<file path="config.mk">
export PLATFORM = sky130hd
export DESIGN_NAME = multi_channel_task_watchdog_unit_flat
export DESIGN_NICKNAME = d
export VERILOG_FILES = /design/src/rtl/mctw_pkg.sv /design/src/rtl/mctw_if.sv /design/src/rtl/multi_channel_task_watchdog_unit.sv /design/src/rtl/mctw_datapath.sv /design/src/rtl/mctw_ctrl.sv /design/src/flat_wrapper.sv
export VERILOG_INCLUDE_DIRS = /design/src /design/src/rtl
export SDC_FILE = /design/constraint.sdc
export NUM_CORES = 1
export LEC_CHECK = 0
export BUFFER_PORTS_ARGS = -buffer_cell sky130_fd_sc_hd__buf_2
export CAP_MARGIN = 40
export CORE_UTILIZATION = 49
export DETAILED_ROUTE_END_ITERATION = 16
export GPL_ROUTABILITY_DRIVEN = 1
export PLACE_DENSITY = 0.65
export SKIP_CTS_REPAIR_TIMING = 1
export SYNTH_ARGS = -nofsm -noshare
export SYNTH_HDL_FRONTEND = slang
export SYNTH_SLANG_ARGS = --single-unit
</file>
<file path="constraint.sdc">
create_clock -name clk -period 7.75 [get_ports clk]
set_input_delay 0.775 -clock clk [delete_from_list [all_inputs] [get_ports clk]]
set_output_delay 0.775 -clock clk [all_outputs]
set_load 0.1 [all_outputs]
</file>
<file path="src/rtl/assert_macros.svh">
// Assertion helpers shared by the RTL. Clock is clk, reset is arst_n.
`ifndef ASSERT_MACROS_SVH
`define ASSERT_MACROS_SVH

// Property holds on every clock edge outside reset.
`define MCTW_ASSERT(lbl, prop, msg) \
	lbl: assert property (@(posedge clk) disable iff (!arst_n) (prop)) else $error(msg);

// Same-cycle implication.
`define MCTW_ASSERT_IMP(lbl, ante, cons, msg) \
	lbl: assert property (@(posedge clk) disable iff (!arst_n) (ante) |-> (cons)) else $error(msg);

// Next-cycle implication.
`define MCTW_ASSERT_NXT(lbl, ante, cons, msg) \
	lbl: assert property (@(posedge clk) disable iff (!arst_n) (ante) |=> (cons)) else $error(msg);

`endif

</file>
<file path="src/rtl/mctw_pkg.sv">
`default_nettype none

package mctw_pkg;

	localparam int NumChannels = 8;
	localparam int ChW = (NumChannels > 1) ? $clog2(NumChannels) : 1;

	localparam int ChanFieldW = 4;
	localparam int ChanCmpW   = ChanFieldW + 1;
	localparam int TimeoutW   = 31;
	localparam int TimeW      = 32;
	localparam int PeriodW    = 16;
	localparam int HandleW    = 3;

	localparam int CfgIdxW  = 2;
	localparam int CfgDataW = 16;

	localparam logic [CfgIdxW-1:0] CfgCheckPeriod = 2'd0;
	localparam logic [CfgIdxW-1:0] CfgDryRun      = 2'd1;
	localparam logic [CfgIdxW-1:0] CfgHwBackstop  = 2'd2;

	localparam logic [PeriodW-1:0] CheckPeriodRst = 16'd1000;

	typedef enum logic [1:0] {
		CmdTick     = 2'd0,
		CmdRegister = 2'd1,
		CmdAlive    = 2'd2,
		CmdIdle     = 2'd3
	} cmd_t;

	// controller -> datapath
	typedef struct packed {
		logic latch_item;
		logic do_tick;
		logic do_reg;
		logic do_chan;
		logic scan_step;
		logic emit;
	} ctl_t;

	// datapath -> controller
	typedef struct packed {
		cmd_t cmd;
		logic fire;
		logic hit;
		logic scan_last;
	} sts_t;

endpackage

`default_nettype wire

</file>
<file path="src/rtl/mctw_if.sv">
`default_nettype none

interface mctw_in_if;
	logic        valid;
	logic        ready;
	logic [1:0]  cmd;
	logic [3:0]  channel;
	logic [30:0] expiry_ms;

	modport source (output valid, output cmd, output channel, output expiry_ms, input ready);
	modport sink (input valid, input cmd, input channel, input expiry_ms, output ready);
endinterface

interface mctw_out_if;
	logic        valid;
	logic        ready;
	logic        report_kind;
	logic [2:0]  handle;
	logic        table_full;
	logic        hung;
	logic [2:0]  hung_channel;
	logic [31:0] late_ms;
	logic        feed;
	logic        reset_request;

	modport source (output valid, output report_kind, output handle, output table_full,
		output hung, output hung_channel, output late_ms, output feed,
		output reset_request, input ready);
	modport sink (input valid, input report_kind, input handle, input table_full,
		input hung, input hung_channel, input late_ms, input feed,
		input reset_request, output ready);
endinterface

interface mctw_cfg_if;
	logic        valid;
	logic        ready;
	logic [1:0]  index;
	logic [15:0] data;

	modport source (output valid, output index, output data, input ready);
	modport sink (input valid, input index, input data, output ready);
endinterface

`default_nettype wire

</file>
<file path="src/rtl/multi_channel_task_watchdog_unit.sv">
// Channel  Dir  Payload
// req_in   in   cmd, channel, expiry_ms
// rsp_out  out  report_kind, handle, table_full, hung, hung_channel, late_ms,
//               feed, reset_request
// cfg      in   index, data (0 check_period_ms, 1 dry_run, 2 hw_backstop_present)
//
// One request at a time. Alive, idle and a tick without a check return to idle;
// register goes on to emit; a tick that starts a check enters the scan loop, one
// slot compared per cycle, stopping at the first overdue slot, then goes to emit.
// The result register holds a result until taken; a new request is accepted
// while it waits, and the next result stalls only if the old one is still there.
// arst_n clears the clock, period count and slot flags; cfg is always ready.
`default_nettype none

module multi_channel_task_watchdog_unit (
	input  wire logic  clk,
	input  wire logic  arst_n,
	mctw_in_if.sink    req_in,
	mctw_out_if.source rsp_out,
	mctw_cfg_if.sink   cfg
);

	mctw_pkg::ctl_t ctl;
	mctw_pkg::sts_t sts;

	assign cfg.ready = 1'b1;

	mctw_ctrl u_ctrl (
		.clk       (clk),
		.arst_n    (arst_n),
		.in_valid  (req_in.valid),
		.in_ready  (req_in.ready),
		.out_valid (rsp_out.valid),
		.out_ready (rsp_out.ready),
		.sts       (sts),
		.ctl       (ctl)
	);

	mctw_datapath u_dp (
		.clk           (clk),
		.arst_n        (arst_n),
		.ctl           (ctl),
		.sts           (sts),
		.in_cmd        (req_in.cmd),
		.in_channel    (req_in.channel),
		.in_expiry_ms  (req_in.expiry_ms),
		.cfg_we        (cfg.valid && cfg.ready),
		.cfg_index     (cfg.index),
		.cfg_data      (cfg.data),
		.report_kind   (rsp_out.report_kind),
		.handle        (rsp_out.handle),
		.table_full    (rsp_out.table_full),
		.hung          (rsp_out.hung),
		.hung_channel  (rsp_out.hung_channel),
		.late_ms       (rsp_out.late_ms),
		.feed          (rsp_out.feed),
		.reset_request (rsp_out.reset_request)
	);

endmodule

`default_nettype wire

</file>
<file path="src/rtl/mctw_datapath.sv">
`default_nettype none

module mctw_datapath (
	input  wire logic                              clk,
	input  wire logic                              arst_n,
	input  wire mctw_pkg::ctl_t                    ctl,
	output mctw_pkg::sts_t                         sts,
	input  wire logic [1:0]                        in_cmd,
	input  wire logic [mctw_pkg::ChanFieldW-1:0]   in_channel,
	input  wire logic [mctw_pkg::TimeoutW-1:0]     in_expiry_ms,
	input  wire logic                              cfg_we,
	input  wire logic [mctw_pkg::CfgIdxW-1:0]      cfg_index,
	input  wire logic [mctw_pkg::CfgDataW-1:0]     cfg_data,
	output logic                                   report_kind,
	output logic [mctw_pkg::HandleW-1:0]           handle,
	output logic                                   table_full,
	output logic                                   hung,
	output logic [mctw_pkg::HandleW-1:0]           hung_channel,
	output logic [mctw_pkg::TimeW-1:0]             late_ms,
	output logic                                   feed,
	output logic                                   reset_request
);

	localparam int N = mctw_pkg::NumChannels;

	// configuration
	logic [mctw_pkg::PeriodW-1:0] cfg_period_q;
	logic                         cfg_dry_run_q;
	logic                         cfg_hw_q;

	// latched request
	mctw_pkg::cmd_t                   cmd_q;
	logic [mctw_pkg::ChanFieldW-1:0]  ch_q;
	logic [mctw_pkg::TimeoutW-1:0]    tmo_q;

	// supervisor state
	logic [mctw_pkg::TimeW-1:0]    uptime_q;
	logic [mctw_pkg::PeriodW-1:0]  period_cnt_q;
	logic [N-1:0]                  used_q;
	logic [N-1:0]                  active_q;
	logic [mctw_pkg::TimeoutW-1:0] timeout_q [N];
	logic [mctw_pkg::TimeW-1:0]    last_q    [N];
	logic [mctw_pkg::ChW-1:0]      scan_idx_q;

	// pending result
	logic                           res_kind_q;
	logic [mctw_pkg::HandleW-1:0]   res_handle_q;
	logic                           res_full_q;
	logic                           res_hung_q;
	logic [mctw_pkg::HandleW-1:0]   res_which_q;
	logic [mctw_pkg::TimeW-1:0]     res_late_q;

	logic [mctw_pkg::PeriodW-1:0] cnt_nxt;
	logic [mctw_pkg::PeriodW-1:0] period_eff;
	logic                         fire;
	logic                         any_free;
	logic [mctw_pkg::ChW-1:0]     free_idx;
	logic [mctw_pkg::ChW-1:0]     ch_idx;
	logic                         ch_ok;
	logic [mctw_pkg::TimeW-1:0]   idle_time;
	logic                         hit;

	always_comb begin
		cnt_nxt    = period_cnt_q + 1'b1;
		period_eff = (cfg_period_q == '0) ? mctw_pkg::PeriodW'(1) : cfg_period_q;
		fire       = (cnt_nxt >= period_eff);
	end

	// lowest free slot
	always_comb begin
		any_free = 1'b0;
		free_idx = '0;
		for (int i = N - 1; i >= 0; i--) begin
			if (!used_q[i]) begin
				any_free = 1'b1;
				free_idx = mctw_pkg::ChW'(i);
			end
		end
	end

	assign ch_idx = mctw_pkg::ChW'(ch_q);
	assign ch_ok  = ({1'b0, ch_q} < mctw_pkg::ChanCmpW'(N));

	// one slot per scan cycle; differences wrap mod 2^32
	assign idle_time = uptime_q - last_q[scan_idx_q];
	assign hit = used_q[scan_idx_q] && active_q[scan_idx_q] &&
		(idle_time > {1'b0, timeout_q[scan_idx_q]});

	always_comb begin
		sts.cmd       = cmd_q;
		sts.fire      = fire;
		sts.hit       = hit;
		sts.scan_last = (scan_idx_q == mctw_pkg::ChW'(N - 1));
	end

	always_ff @(posedge clk or negedge arst_n) begin
		if (!arst_n) begin
			cfg_period_q  <= mctw_pkg::CheckPeriodRst;
			cfg_dry_run_q <= 1'b1;
			cfg_hw_q      <= 1'b1;
		end else if (cfg_we) begin
			case (cfg_index)
				mctw_pkg::CfgCheckPeriod: cfg_period_q  <= cfg_data;
				mctw_pkg::CfgDryRun:      cfg_dry_run_q <= cfg_data[0];
				mctw_pkg::CfgHwBackstop:  cfg_hw_q      <= cfg_data[0];
				default: ;
			endcase
		end
	end

	always_ff @(posedge clk or negedge arst_n) begin
		if (!arst_n) begin
			uptime_q     <= '0;
			period_cnt_q <= '0;
			used_q       <= '0;
			active_q     <= '0;
		end else begin
			if (ctl.do_tick) begin
				uptime_q     <= uptime_q + 1'b1;
				period_cnt_q <= fire ? '0 : cnt_nxt;
			end
			if (ctl.do_reg && any_free) begin
				used_q[free_idx]   <= 1'b1;
				active_q[free_idx] <= 1'b1;
			end
			if (ctl.do_chan && ch_ok) begin
				active_q[ch_idx] <= (cmd_q == mctw_pkg::CmdAlive);
			end
		end
	end

	always_ff @(posedge clk) begin
		if (ctl.latch_item) begin
			cmd_q <= mctw_pkg::cmd_t'(in_cmd);
			ch_q  <= in_channel;
			tmo_q <= in_expiry_ms;
		end
		if (ctl.do_reg && any_free) begin
			timeout_q[free_idx] <= tmo_q;
			last_q[free_idx]    <= uptime_q;
		end
		if (ctl.do_chan && ch_ok && cmd_q == mctw_pkg::CmdAlive) begin
			last_q[ch_idx] <= uptime_q;
		end
	end

	always_ff @(posedge clk or negedge arst_n) begin
		if (!arst_n) begin
			scan_idx_q <= '0;
		end else if (ctl.do_tick) begin
			scan_idx_q <= '0;
		end else if (ctl.scan_step && !hit && !sts.scan_last) begin
			scan_idx_q <= scan_idx_q + 1'b1;
		end
	end

	always_ff @(posedge clk) begin
		if (ctl.do_tick) begin
			res_kind_q   <= 1'b1;
			res_handle_q <= '0;
			res_full_q   <= 1'b0;
			res_hung_q   <= 1'b0;
			res_which_q  <= '0;
			res_late_q   <= '0;
		end else if (ctl.do_reg) begin
			res_kind_q   <= 1'b0;
			res_handle_q <= any_free ? mctw_pkg::HandleW'(free_idx) : '0;
			res_full_q   <= !any_free;
			res_hung_q   <= 1'b0;
			res_which_q  <= '0;
			res_late_q   <= '0;
		end else if (ctl.scan_step && hit) begin
			res_hung_q  <= 1'b1;
			res_which_q <= mctw_pkg::HandleW'(scan_idx_q);
			res_late_q  <= idle_time;
		end
	end

	// output register
	always_ff @(posedge clk) begin
		if (ctl.emit) begin
			report_kind   <= res_kind_q;
			handle        <= res_handle_q;
			table_full    <= res_full_q;
			hung          <= res_hung_q;
			hung_channel  <= res_which_q;
			late_ms       <= res_late_q;
			feed          <= res_kind_q && !res_hung_q && cfg_hw_q;
			reset_request <= res_kind_q && res_hung_q && !cfg_dry_run_q;
		end
	end

endmodule

`default_nettype wire

</file>
<file path="src/rtl/mctw_ctrl.sv">
`default_nettype none
`include "assert_macros.svh"

module mctw_ctrl (
	input  wire logic           clk,
	input  wire logic           arst_n,
	input  wire logic           in_valid,
	output logic                in_ready,
	output logic                out_valid,
	input  wire logic           out_ready,
	input  wire mctw_pkg::sts_t sts,
	output mctw_pkg::ctl_t      ctl
);

	typedef enum logic [3:0] {
		StIdle   = 4'b0001,
		StDecode = 4'b0010,
		StScan   = 4'b0100,
		StEmit   = 4'b1000
	} state_t;

	state_t state_q;
	state_t state_nxt;
	logic   out_valid_q;
	logic   out_free;

	assign out_free  = !out_valid_q || out_ready;
	assign in_ready  = (state_q == StIdle);
	assign out_valid = out_valid_q;

	always_comb begin
		ctl            = '0;
		state_nxt      = state_q;
		ctl.latch_item = (state_q == StIdle) && in_valid;
		case (state_q)
			StIdle: begin
				if (in_valid) begin
					state_nxt = StDecode;
				end
			end
			StDecode: begin
				case (sts.cmd)
					mctw_pkg::CmdTick: begin
						ctl.do_tick = 1'b1;
						state_nxt   = sts.fire ? StScan : StIdle;
					end
					mctw_pkg::CmdRegister: begin
						ctl.do_reg = 1'b1;
						state_nxt  = StEmit;
					end
					default: begin
						ctl.do_chan = 1'b1;
						state_nxt   = StIdle;
					end
				endcase
			end
			StScan: begin
				ctl.scan_step = 1'b1;
				if (sts.hit || sts.scan_last) begin
					state_nxt = StEmit;
				end
			end
			StEmit: begin
				if (out_free) begin
					ctl.emit  = 1'b1;
					state_nxt = StIdle;
				end
			end
			default: state_nxt = StIdle;
		endcase
	end

	always_ff @(posedge clk or negedge arst_n) begin
		if (!arst_n) begin
			state_q     <= StIdle;
			out_valid_q <= 1'b0;
		end else begin
			state_q <= state_nxt;
			if (ctl.emit) begin
				out_valid_q <= 1'b1;
			end else if (out_ready) begin
				out_valid_q <= 1'b0;
			end
		end
	end

	`MCTW_ASSERT_IMP(a_emit_free, ctl.emit, out_free, "result overwrites an untaken result")
	`MCTW_ASSERT_NXT(a_emit_hold, state_q == StEmit && out_valid_q && !out_ready, state_q == StEmit, "pending result dropped")
	`MCTW_ASSERT_NXT(a_scan_end, state_q == StScan && sts.scan_last, state_q == StEmit, "scan ran past the last slot")
	`MCTW_ASSERT_NXT(a_accept_decode, in_valid && in_ready, state_q == StDecode && !in_ready, "request not decoded after accept")

endmodule

`default_nettype wire

</file>
<file path="src/flat_wrapper.sv">
// flat-port wrapper written by rule: the top's interface ports become plain ports
module multi_channel_task_watchdog_unit_flat 
  (clk, arst_n, req_in_valid, req_in_cmd, req_in_channel, req_in_expiry_ms, req_in_ready, rsp_out_valid, rsp_out_report_kind, rsp_out_handle, rsp_out_table_full, rsp_out_hung, rsp_out_hung_channel, rsp_out_late_ms, rsp_out_feed, rsp_out_reset_request, rsp_out_ready, cfg_valid, cfg_index, cfg_data, cfg_ready);
  mctw_in_if req_in_i ();
  mctw_out_if rsp_out_i ();
  mctw_cfg_if cfg_i ();
  input  wire logic clk;
  input  wire logic arst_n;
  input wire logic [$bits(req_in_i.valid)-1:0] req_in_valid;
  input wire logic [$bits(req_in_i.cmd)-1:0] req_in_cmd;
  input wire logic [$bits(req_in_i.channel)-1:0] req_in_channel;
  input wire logic [$bits(req_in_i.expiry_ms)-1:0] req_in_expiry_ms;
  output wire logic [$bits(req_in_i.ready)-1:0] req_in_ready;
  output wire logic [$bits(rsp_out_i.valid)-1:0] rsp_out_valid;
  output wire logic [$bits(rsp_out_i.report_kind)-1:0] rsp_out_report_kind;
  output wire logic [$bits(rsp_out_i.handle)-1:0] rsp_out_handle;
  output wire logic [$bits(rsp_out_i.table_full)-1:0] rsp_out_table_full;
  output wire logic [$bits(rsp_out_i.hung)-1:0] rsp_out_hung;
  output wire logic [$bits(rsp_out_i.hung_channel)-1:0] rsp_out_hung_channel;
  output wire logic [$bits(rsp_out_i.late_ms)-1:0] rsp_out_late_ms;
  output wire logic [$bits(rsp_out_i.feed)-1:0] rsp_out_feed;
  output wire logic [$bits(rsp_out_i.reset_request)-1:0] rsp_out_reset_request;
  input wire logic [$bits(rsp_out_i.ready)-1:0] rsp_out_ready;
  input wire logic [$bits(cfg_i.valid)-1:0] cfg_valid;
  input wire logic [$bits(cfg_i.index)-1:0] cfg_index;
  input wire logic [$bits(cfg_i.data)-1:0] cfg_data;
  output wire logic [$bits(cfg_i.ready)-1:0] cfg_ready;
  assign req_in_i.valid = req_in_valid;
  assign req_in_i.cmd = req_in_cmd;
  assign req_in_i.channel = req_in_channel;
  assign req_in_i.expiry_ms = req_in_expiry_ms;
  assign req_in_ready = req_in_i.ready;
  assign rsp_out_valid = rsp_out_i.valid;
  assign rsp_out_report_kind = rsp_out_i.report_kind;
  assign rsp_out_handle = rsp_out_i.handle;
  assign rsp_out_table_full = rsp_out_i.table_full;
  assign rsp_out_hung = rsp_out_i.hung;
  assign rsp_out_hung_channel = rsp_out_i.hung_channel;
  assign rsp_out_late_ms = rsp_out_i.late_ms;
  assign rsp_out_feed = rsp_out_i.feed;
  assign rsp_out_reset_request = rsp_out_i.reset_request;
  assign rsp_out_i.ready = rsp_out_ready;
  assign cfg_i.valid = cfg_valid;
  assign cfg_i.index = cfg_index;
  assign cfg_i.data = cfg_data;
  assign cfg_ready = cfg_i.ready;
  multi_channel_task_watchdog_unit u_core (.clk(clk), .arst_n(arst_n), .req_in(req_in_i), .rsp_out(rsp_out_i), .cfg(cfg_i));
endmodule
</file>
==> run summary <==
status: finished clean
clk_lat worst skew: 0.61 ns
period utilization: 0.8802
clk_skew: 0.01562 ns
Die X: 248.0 microns
crit-path cells: mux4_2 > mux2_2 > ha_1 > fa_1 > nand2b_1 > a21o_1 > a211oi_1 > o21ai_0 > a21oi_1 > a211oi_1 > xnor2_1 > ha_1 > nand4_1 > nor4_1 > nand2_1 > a21oi_1 > a211oi_1 > a31oi_1 > o21ai_4 > buf_4 > mux2i_1 > nor2_1
via count: 15870
Die H: 248.0 microns
FMAX: 146.6 MHz
Post-Syn Instances: 1741
most used cell, CP: a211oi_1
IO Count: 106
Top FF cell, synth: edfxtp_1
DRT Pass-1 Iters: 5
ys async rst share: 0.1259
Syn Std Cell Area: 29660 sq um
initial antenna violation count: 2
data required time of the worst path: 8.24 ns
clk buf depth: 3
Row Count: 89
initial drt markers: 1205
main area contributors after synthesis: edfxtp_1, mux4_2, dfrtp_1
Routed Antenna Nets: 0
Fillers: 4596
Critical R2R Launch: u_core.u_dp.scan_idx_q[0]
maximum VDD drop: 0.1463 mV
Fin Setup TNS: 0 ns
Critical Path Sink Type: flip-flop
total global routing overflow: 0
GRT Util Overall: 0.2151
Least-Margin Pin Slew: 0.8763 ns
CTS tree: built
Total Wirelength: 63.89 mm
full die area: 61510 sq um
highest cell delay on the worst timing path: 0.90 ns
Port-buffer cells: 104
root buffer cell: clkbuf_16
drt drc: 0
max-slew violation count: 0
final core occ: 0.5697
post-synth top area share: 0.5913
Pwr per Cell Area: 249.5 nW/um^2
Pwr Total: 8453 uW
Slew HR: 0.3991
vias in the first global route: 16420
post-synthesis sequential area ratio: 0.6953
Setup CP Type: reg -> reg
largest net degree at the start of global routing: 47
RD Place Congestion: 0.9104
CTS sink count: 715
drt wl/cell: 23.40 microns
Layout Nets: 2040
Post-synth EDFFs: 584
Final min period: 6.821 ns
Setup-failing EPs final: 0
Slowest-stage cell, CP: dfrtp_4
CP Launch Point: u_core.u_dp.scan_idx_q[0]
Startpoint Class: flip-flop
Lkg Pwr: 0.01272 uW
Clk pin slew, worst setup/hold paths: 0.06 ns
starting density of the core: 0.4987
synth warn: 0
RSZ-0062 raised after global routing: no
Max Cap Violations: 0
mean area per synthesized cell: 17.03 sq um
area of the multi-input gates: 8780 sq um
CTS buffer count: 75
Vias/cell: 5.811
Reg area: 20630 sq um
layout cells sized above 1: 0.2243
dpl hpwl: 39.64 mm
ANT cells: 0
HP Class: in -> async
Worst EP arrival: 7.31 ns
post-synthesis cell type count: 74
Synthesized Nets: 1884
Layout area overhead: 14.23%
area leader, netlist: edfxtp_1
Crit Path Max Fanout: 38
final hold vios: 0
global-route wire length before repair: 98.53 mm
htree depth: 3
Yosys reg bits: 715
core area: 59460 sq um
[flip-flops by register name, summed over array words and instances, names as in the netlist, 2 cells and up]
signal and cells:
u_core.u_dp.cfg_period_q 16, u_core.u_ctrl.state_q 4, u_core.u_dp.active_q 8, u_core.u_dp.used_q 8, u_core.u_dp.ch_q 4, u_core.u_dp.uptime_q 32, u_core.u_dp.res_handle_q 3, u_core.u_dp.period_cnt_q 16
u_core.u_dp.cmd_q 2, u_core.u_dp.scan_idx_q 3, u_core.u_dp.handle 3, u_core.u_dp.res_late_q 32, u_core.u_dp.tmo_q 31, u_core.u_dp.hung_channel 3, u_core.u_dp.last_q 256, u_core.u_dp.res_which_q 3
u_core.u_dp.late_ms 32, u_core.u_dp.timeout_q 248
[routing by layer]
metal,track usage,share of wire,up-vias
met5,0,0.00014,-
met4,0.05738,0.021,2
met3,0.04299,0.057,88
met2,0.3366,0.47,443
met1,0.3092,0.45,8154
li1,-,-,7178
[worst max-delay path: cells and delay by family, from the launching register on]
family	cells	cell delay, ns
xor+xnor	1	0.36
compound gates	9	2.23
buf+inv	1	0.34
flops	1	0.90
fa+ha+maj	3	0.84
simple gates	5	0.93
mux	3	1.07
[worst paths after layout]
check	end	slack (ns)	cells after the start
setup / recovery	u_core.u_dp.res_late_q[19]	0.93	22
hold / removal	u_core.u_dp.active_q[2]	0.04	1
setup reg to reg	u_core.u_dp.res_late_q[19]	0.93	22
hold reg to reg	u_core.u_dp.hung_channel[2]	0.43	0
max in group asynchronous	u_core.u_ctrl.state_q[0]	6.66	3
min in group clk	u_core.u_dp.tmo_q[19]	0.34	1
[cells by family after synthesis]
family	after synthesis	synth area share
compound gates	207	0.04468
xor+xnor	70	0.02067
fa+ha+maj	83	0.03527
buf+inv	90	0.01295
flops	715	0.6953
mux	233	0.1326
other cells	1	0.0001264
simple gates	342	0.05839
[stage by stage]
stage                     area [sq um]  instances  hold slack [ns]  setup WS [ns]
after floorplan                  29660       1741           0.3995          1.641
after global placement           31230       2587           0.4252          1.039
after detailed placement         31350       2593           0.4163          1.007
after CTS                        33880       2730          0.01517         0.9936
after global routing             33880       2730          0.03773         0.2458
final                            33880       2730          0.04324         0.9286
[cell usage after synthesis, types with 29 or more instances]
cell type  instances
edfxtp_1         584
mux4_2           127
mux2i_1           97
nand2_1           94
nor2_1            83
ha_1              82
dfrtp_1           81
o21ai_0           62
xnor2_1           49
a21oi_1           41
dfxtp_1           41
clkbuf_1          38
inv_1             30
a21o_1            29
nand3_1           29
[cells in the final DEF (no fill, tap or decap), drive strengths merged, types with 11 or more instances in the layout]
cell type / instances
buf: 139
o21ai: 64
a21oi: 41
inv: 31
nor3: 23
clkinv: 19
edfxtp: 584
nor2: 86
xnor2: 49
ha: 82
nand4: 18
xor2: 21
clkbuf: 108
nand2b: 14
mux4: 127
nand2: 94
mux2i: 97
dfxtp: 41
nand3: 30
o21a: 11
a21o: 29
and3: 21
dfrtp: 81
nor2b: 13
a211oi: 15
[cell type report]
| type | count | share of cell area |
|---|---|---|
| clock buffer | 108 | 0.06489 |
| clock inverter | 29 | 0.009787 |
| inverter | 30 | 0.003324 |
| multi-input combinational | 936 | 0.2592 |
| sequential | 715 | 0.6090 |
| tap | 773 | 0.02855 |
| timing repair buffer | 139 | 0.02526 |
[power by group]
group / internal (uW) / total (uW) / switching (uW)
combinational: 160 / 432 / 272
sequential: 4270 / 4380 / 106
clock: 2210 / 3640 / 1430
No activity file was read; power rests on OpenSTA's default activity.
